`src/sv/bcu_pkg.sv`:
```
// shared types and constants for the binomial coefficient unit
package bcu_pkg;

    localparam int NW     = 8;                // width of n and r
    localparam int ValueW = 31;               // width of the result value
    localparam int ProdW  = ValueW + NW;      // running value times falling factor
    localparam int CntW   = $clog2(ProdW + 1);

    // largest n accepted
    localparam logic [9:0] MaxN = 10'd255;

    localparam logic [ValueW-1:0] ValueMax = {ValueW{1'b1}};

    typedef struct packed {
        logic             start;
        logic [ProdW-1:0] dividend;
        logic [NW-1:0]    divisor;
    } div_req_t;

    typedef struct packed {
        logic             done;
        logic [ProdW-1:0] quotient;
    } div_rsp_t;

    typedef enum logic [3:0] {
        ST_IDLE = 4'b0001,
        ST_MUL  = 4'b0010,
        ST_DIV  = 4'b0100,
        ST_FIN  = 4'b1000
    } state_t;

endpackage

```
`src/sv/bcu_div.sv`:
```
// restoring divider, one quotient bit per cycle
module bcu_div
    import bcu_pkg::*;
(
    input  logic     clk,
    input  logic     rst_n,
    input  div_req_t req,
    output div_rsp_t rsp
);

    logic [ProdW-1:0] quo_reg;
    logic [ProdW-1:0] quo_next;
    logic [NW-1:0]    rem_reg;
    logic [NW-1:0]    rem_next;
    logic [NW-1:0]    dvs_reg;
    logic [CntW-1:0]  cnt_reg;
    logic             busy_reg;
    logic             done_reg;
    logic [NW:0]      shifted;
    logic [NW:0]      diff;
    logic             fits;

    always_comb
    begin
        shifted  = {rem_reg, quo_reg[ProdW-1]};
        diff     = shifted - {1'b0, dvs_reg};
        fits     = (shifted >= {1'b0, dvs_reg});
        rem_next = fits ? diff[NW-1:0] : shifted[NW-1:0];
        quo_next = {quo_reg[ProdW-2:0], fits};
    end

    always_ff @(posedge clk or negedge rst_n)
    begin
        if (!rst_n)
        begin
            busy_reg <= 1'b0;
            done_reg <= 1'b0;
            cnt_reg  <= '0;
        end
        else
        begin
            done_reg <= 1'b0;
            if (req.start)
            begin
                busy_reg <= 1'b1;
                cnt_reg  <= '0;
            end
            else if (busy_reg)
            begin
                cnt_reg <= cnt_reg + 1'b1;
                if (cnt_reg == CntW'(ProdW - 1))
                begin
                    busy_reg <= 1'b0;
                    done_reg <= 1'b1;
                end
            end
        end
    end

    always_ff @(posedge clk)
    begin
        if (req.start)
        begin
            quo_reg <= req.dividend;
            rem_reg <= '0;
            dvs_reg <= req.divisor;
        end
        else if (busy_reg)
        begin
            quo_reg <= quo_next;
            rem_reg <= rem_next;
        end
    end

    assign rsp.done     = done_reg;
    assign rsp.quotient = quo_reg;

endmodule

```
`src/sv/binomial_coefficient_unit.sv`:
```
// top level: sequencer for n choose r over one shared multiply and divide step
// each step: multiply, divide, quotient take; then the output register is loaded;
//   at most 16 steps run before the value is final or saturated
// throughput: one item at a time, a new (n, r) pair is taken only once the last result is loaded
// reset: rst_n asynchronous active low clears the sequencer and output valid
module binomial_coefficient_unit
    import bcu_pkg::*;
(
    input  logic        clk,
    input  logic        rst_n,
    input  logic        s_tvalid,
    output logic        s_tready,
    input  logic [15:0] s_tdata,   // n [7:0], r [15:8]
    output logic        m_tvalid,
    input  logic        m_tready,
    output logic [31:0] m_tdata,   // value [30:0], zero [31]
    output logic [1:0]  m_tuser    // overflow [0], invalid [1]
);

    state_t              state_reg;
    state_t              state_next;
    logic [NW-1:0]       n_reg;
    logic [NW-1:0]       k_reg;
    logic [NW-1:0]       i_reg;
    logic [ValueW-1:0]   acc_reg;
    logic                ovf_reg;
    logic                inv_reg;
    logic                m_tvalid_reg;
    logic [ValueW-1:0]   value_reg;
    logic                ovf_out_reg;
    logic                inv_out_reg;

    logic [NW-1:0]       n_in;
    logic [NW-1:0]       r_in;
    logic [NW-1:0]       nmr;
    logic [NW-1:0]       k_in;
    logic                inv_in;
    logic [NW-1:0]       factor;
    logic                out_free;
    logic                big;
    div_req_t            dreq;
    div_rsp_t            drsp;

    assign n_in     = s_tdata[7:0];
    assign r_in     = s_tdata[15:8];
    assign nmr      = n_in - r_in;
    assign k_in     = (r_in < nmr) ? r_in : nmr;
    assign inv_in   = (r_in > n_in) || ({2'b00, n_in} > MaxN);
    assign factor   = n_reg - i_reg + 1'b1;
    assign out_free = !m_tvalid_reg || m_tready;
    assign big      = |drsp.quotient[ProdW-1:ValueW];

    assign s_tready = (state_reg == ST_IDLE);

    always_comb
    begin
        dreq.start    = (state_reg == ST_MUL);
        dreq.dividend = ProdW'(acc_reg) * ProdW'(factor);
        dreq.divisor  = i_reg;
    end

    bcu_div u_div (
        .clk   (clk),
        .rst_n (rst_n),
        .req   (dreq),
        .rsp   (drsp)
    );

    always_comb
    begin
        state_next = state_reg;
        case (state_reg)
            ST_IDLE:
            begin
                if (s_tvalid)
                begin
                    state_next = (inv_in || k_in == '0) ? ST_FIN : ST_MUL;
                end
            end
            ST_MUL:
            begin
                state_next = ST_DIV;
            end
            ST_DIV:
            begin
                if (drsp.done)
                begin
                    state_next = (big || i_reg == k_reg) ? ST_FIN : ST_MUL;
                end
            end
            ST_FIN:
            begin
                if (out_free)
                begin
                    state_next = ST_IDLE;
                end
            end
            default:
            begin
                state_next = ST_IDLE;
            end
        endcase
    end

    always_ff @(posedge clk or negedge rst_n)
    begin
        if (!rst_n)
        begin
            state_reg    <= ST_IDLE;
            m_tvalid_reg <= 1'b0;
        end
        else
        begin
            state_reg <= state_next;
            if (state_reg == ST_FIN && out_free)
            begin
                m_tvalid_reg <= 1'b1;
            end
            else if (m_tready)
            begin
                m_tvalid_reg <= 1'b0;
            end
        end
    end

    always_ff @(posedge clk)
    begin
        case (state_reg)
            ST_IDLE:
            begin
                n_reg   <= n_in;
                k_reg   <= k_in;
                i_reg   <= {{(NW-1){1'b0}}, 1'b1};
                acc_reg <= {{(ValueW-1){1'b0}}, 1'b1};
                ovf_reg <= 1'b0;
                inv_reg <= inv_in;
            end
            ST_DIV:
            begin
                if (drsp.done)
                begin
                    acc_reg <= drsp.quotient[ValueW-1:0];
                    ovf_reg <= big;
                    i_reg   <= i_reg + 1'b1;
                end
            end
            ST_FIN:
            begin
                if (out_free)
                begin
                    // invalid wins, then saturation
                    value_reg   <= inv_reg ? '0 : (ovf_reg ? ValueMax : acc_reg);
                    ovf_out_reg <= ovf_reg && !inv_reg;
                    inv_out_reg <= inv_reg;
                end
            end
            default:
            begin
            end
        endcase
    end

    assign m_tvalid = m_tvalid_reg;
    assign m_tdata  = {1'b0, value_reg};
    assign m_tuser  = {inv_out_reg, ovf_out_reg};

endmodule

```
`config.mk`:
```
export PLATFORM = sky130hd
export DESIGN_NAME = binomial_coefficient_unit
export DESIGN_NICKNAME = d
export VERILOG_FILES = /design/src/sv/bcu_pkg.sv /design/src/sv/bcu_div.sv /design/src/sv/binomial_coefficient_unit.sv
export SDC_FILE = /design/constraint.sdc
export NUM_CORES = 1
export LEC_CHECK = 0
export ABC_AREA = 1
export ABC_CLOCK_PERIOD_IN_PS = 11500
export BUFFER_PORTS_ARGS = -buffer_cell sky130_fd_sc_hd__buf_2
export CORE_MARGIN = 2
export CORE_UTILIZATION = 25
export CTS_BUF_LIST = sky130_fd_sc_hd__clkbuf_8
export DETAILED_ROUTE_END_ITERATION = 8
export PLACE_DENSITY_LB_ADDON = 0.25
export SYNTH_ARGS = -nofsm -noshare
export SYNTH_HDL_FRONTEND = slang
export SYNTH_SLANG_ARGS = --single-unit
```
`constraint.sdc`:
```
create_clock -name clk -period 11.5 [get_ports clk]
set_input_delay 1.15 -clock clk [delete_from_list [all_inputs] [get_ports clk]]
set_output_delay 1.15 -clock clk [all_outputs]
set_load 0.01 [all_outputs]
```
==> results.json <==
{
  "status": "finished clean",
  "ys_types": 53,
  "gp_congestion": 0.872,
  "placed_cells": 2758,
  "ys_seq_area_frac": 0.293,
  "fin_cells": 2789,
  "grt_setup_unrepaired": "no",
  "cpMaxStageDelayCell": "fa_1",
  "yosys.area.top_type": "edfxtp_1",
  "worst-r2r-setup-slack_ns": 4.27,
  "synth_nets": 2194,
  "critPathTopFamily": "adder cells",
  "drt_pass1_iterations": 5,
  "critPathBufInv": 5,
  "min_to": "u_div.dvs_reg[3]",
  "tns_ns": 0,
  "cp_common_cell": "nand2_1",
  "wire_per_inst_um": 15.4,
  "core-area_um2": 61900,
  "crit_type": "reg2reg",
  "layout.nets": 2236,
  "cts_buffer_depth": 2,
  "port_buffers": 54,
  "rows": 91,
  "synth_top_area_frac": 0.262,
  "finalSetupViolCount": 0,
  "ys_async_sr_fraction": 0.0823,
  "final-max-slew-violation-count": 0,
  "synthesis.area_um2": 15700,
  "area_delta_synth_final_pct": 10.4,
  "drc": 0,
  "grt_start_max_net_pins": 65,
  "hold_path_class": "reg2reg",
  "clkSlewWorstSetupHoldPaths_ns": 0.10,
  "die_w_um": 255,
  "vias": 12200,
  "finalHoldViolCount": 0,
  "ant_nets": 0,
  "synth-edff-count": 137,
  "crit_arrival_ns": 7.52,
  "clock_sinks": 158,
  "die_y_um": 255,
  "grt_pass1_vias": 13100,
  "ys.flop_type": "edfxtp_1",
  "ys_top_cells_by_area": "edfxtp_1 (26%), fa_1 (23%), inv_1 (10%), nand2_1 (8.6%), ha_1 (7.9%)",
  "hold_buffers": 0,
  "insertion_delay_ns": 0.56,
  "maxCapViolCount": 0,
  "syn_inst": 1898,
  "worstSetupStartpointType": "flip-flop",
  "hold_depth": 0,
  "dpl.hpwl_um": 33200,
  "ios": 56,
  "diodes": 0,
  "grt_pass1_wl_um": 70600,
  "cts-root-buf": "clkbuf_8",
  "finClkSkew_ns": 0.0228,
  "worst_path_largest_cell_delay_ns": 0.54,
  "cts_tree": "yes",
  "syn_avg_cell_area_um2": 8.28,
  "fmax_ghz": 0.138,
  "viasPerCell": 4.38,
  "nFillCells": 6778,
  "rr_startpoint": "i_reg[1]",
  "drt_iter0_markers": 645,
  "post-cts-setup-buffers": 0,
  "grt_use_total": 0.142,
  "initial_core_util": 0.254,
  "period_share": 0.628,
  "cp_max_fo": 27,
  "min_period_ns": 7.23,
  "tightest_slew_ns": 0.911,
  "drt_wl_total_um": 42900,
  "hold_start": "i_reg[3]",
  "grt_antenna_before_repair": 1,
  "htree_levels": 4,
  "yosys_register_bits": 158,
  "slew_headroom": 0.390,
  "grt_overflow": 0,
  "cp-end-kind": "flip-flop",
  "cts.repair.resized": 0,
  "worst_r2r_path_depth": 32,
  "cp_data_required_time_ns": 11.80,
  "numCtsBuffers": 17,
  "largest_reg_flops": 39,
  "drive_gt1_frac": 0.0753,
  "ys_warn_count": 0,
  "timing.rr.end": "u_div.quo_reg[28]",
  "die_area_um2": 64900
}
[cell type report]
type,instances,area [µm²],area share
flip-flops and latches,158,4600,0.265
repair buffers,68,375,0.0216
clock inverters,14,154,0.00887
multi-input cells,1259,9310,0.536
inverters,436,1640,0.0943
well taps,837,1050,0.0604
clock buffers,17,234,0.0135
[cells by family after synthesis]
logic type,after synthesis,synth area share
buf+inv,481,0.117
compound gates,212,0.0752
other cells,1,0.000239
flops,158,0.293
simple gates,741,0.194
fa+ha+maj,276,0.304
xor+xnor,29,0.0162
[synthesized netlist by cell type, drive strengths merged, types with 12 or more instances]
cell    number
dfrtp       12
fa         177
buf         14
nand3       61
nand2      371
o21ai       80
nor2       247
inv        434
ha          99
nor3        23
a21oi      108
clkbuf      31
xnor2       18
edfxtp     137
[per-layer routing]
metal	up-vias	global-route usage	wire (µm)
li1	5915	-	-
met1	5972	0.185	19800
met2	255	0.238	20200
met3	58	0.0236	1820
met4	2	0.0501	1070
met5	-	0	13
[cells in the final DEF, fill, tap and decap left out, drive strengths merged, types with 4 or more instances in the layout]
master / instances
clkbuf: 17
o22ai: 7
inv: 438
clkinv: 5
clkinvlp: 4
or2: 11
a21oi: 108
dfrtp: 12
o21a: 5
nor3: 23
nand2: 371
edfxtp: 137
ha: 99
fa: 177
dfxtp: 8
xnor2: 18
nand3: 61
nand4: 11
nor2: 247
xor2: 11
nand3b: 7
nor4: 4
o21ai: 80
buf: 68
[metrics by stage]
stage          hold WS, ns   util  instance area (µm²)  setup WS [ns]
6_report             0.464  0.280                17400           4.27
5_1_grt              0.467  0.280                17400           3.81
4_1_cts              0.431  0.280                17400           4.30
3_5_place_dp         0.439  0.274                17000           4.30
3_3_place_gp         0.435  0.274                17000           4.37
2_1_floorplan        0.426      -                15700           5.31
[how the worst max path moves through the flow]
stage                        start                end  cells after the start
after global routing      i_reg[2]  u_div.quo_reg[28]                     31
after CTS                 i_reg[1]  u_div.quo_reg[28]                     32
after global placement    i_reg[1]  u_div.quo_reg[28]                     32
after floorplan           i_reg[1]  u_div.quo_reg[28]                     30
after detailed placement  i_reg[1]  u_div.quo_reg[28]                     32
final                     i_reg[1]  u_div.quo_reg[28]                     32
Power is left out: the tool's default activity adds up to more than one toggle a clock period on the data nets, which glitch-free logic cannot reach.
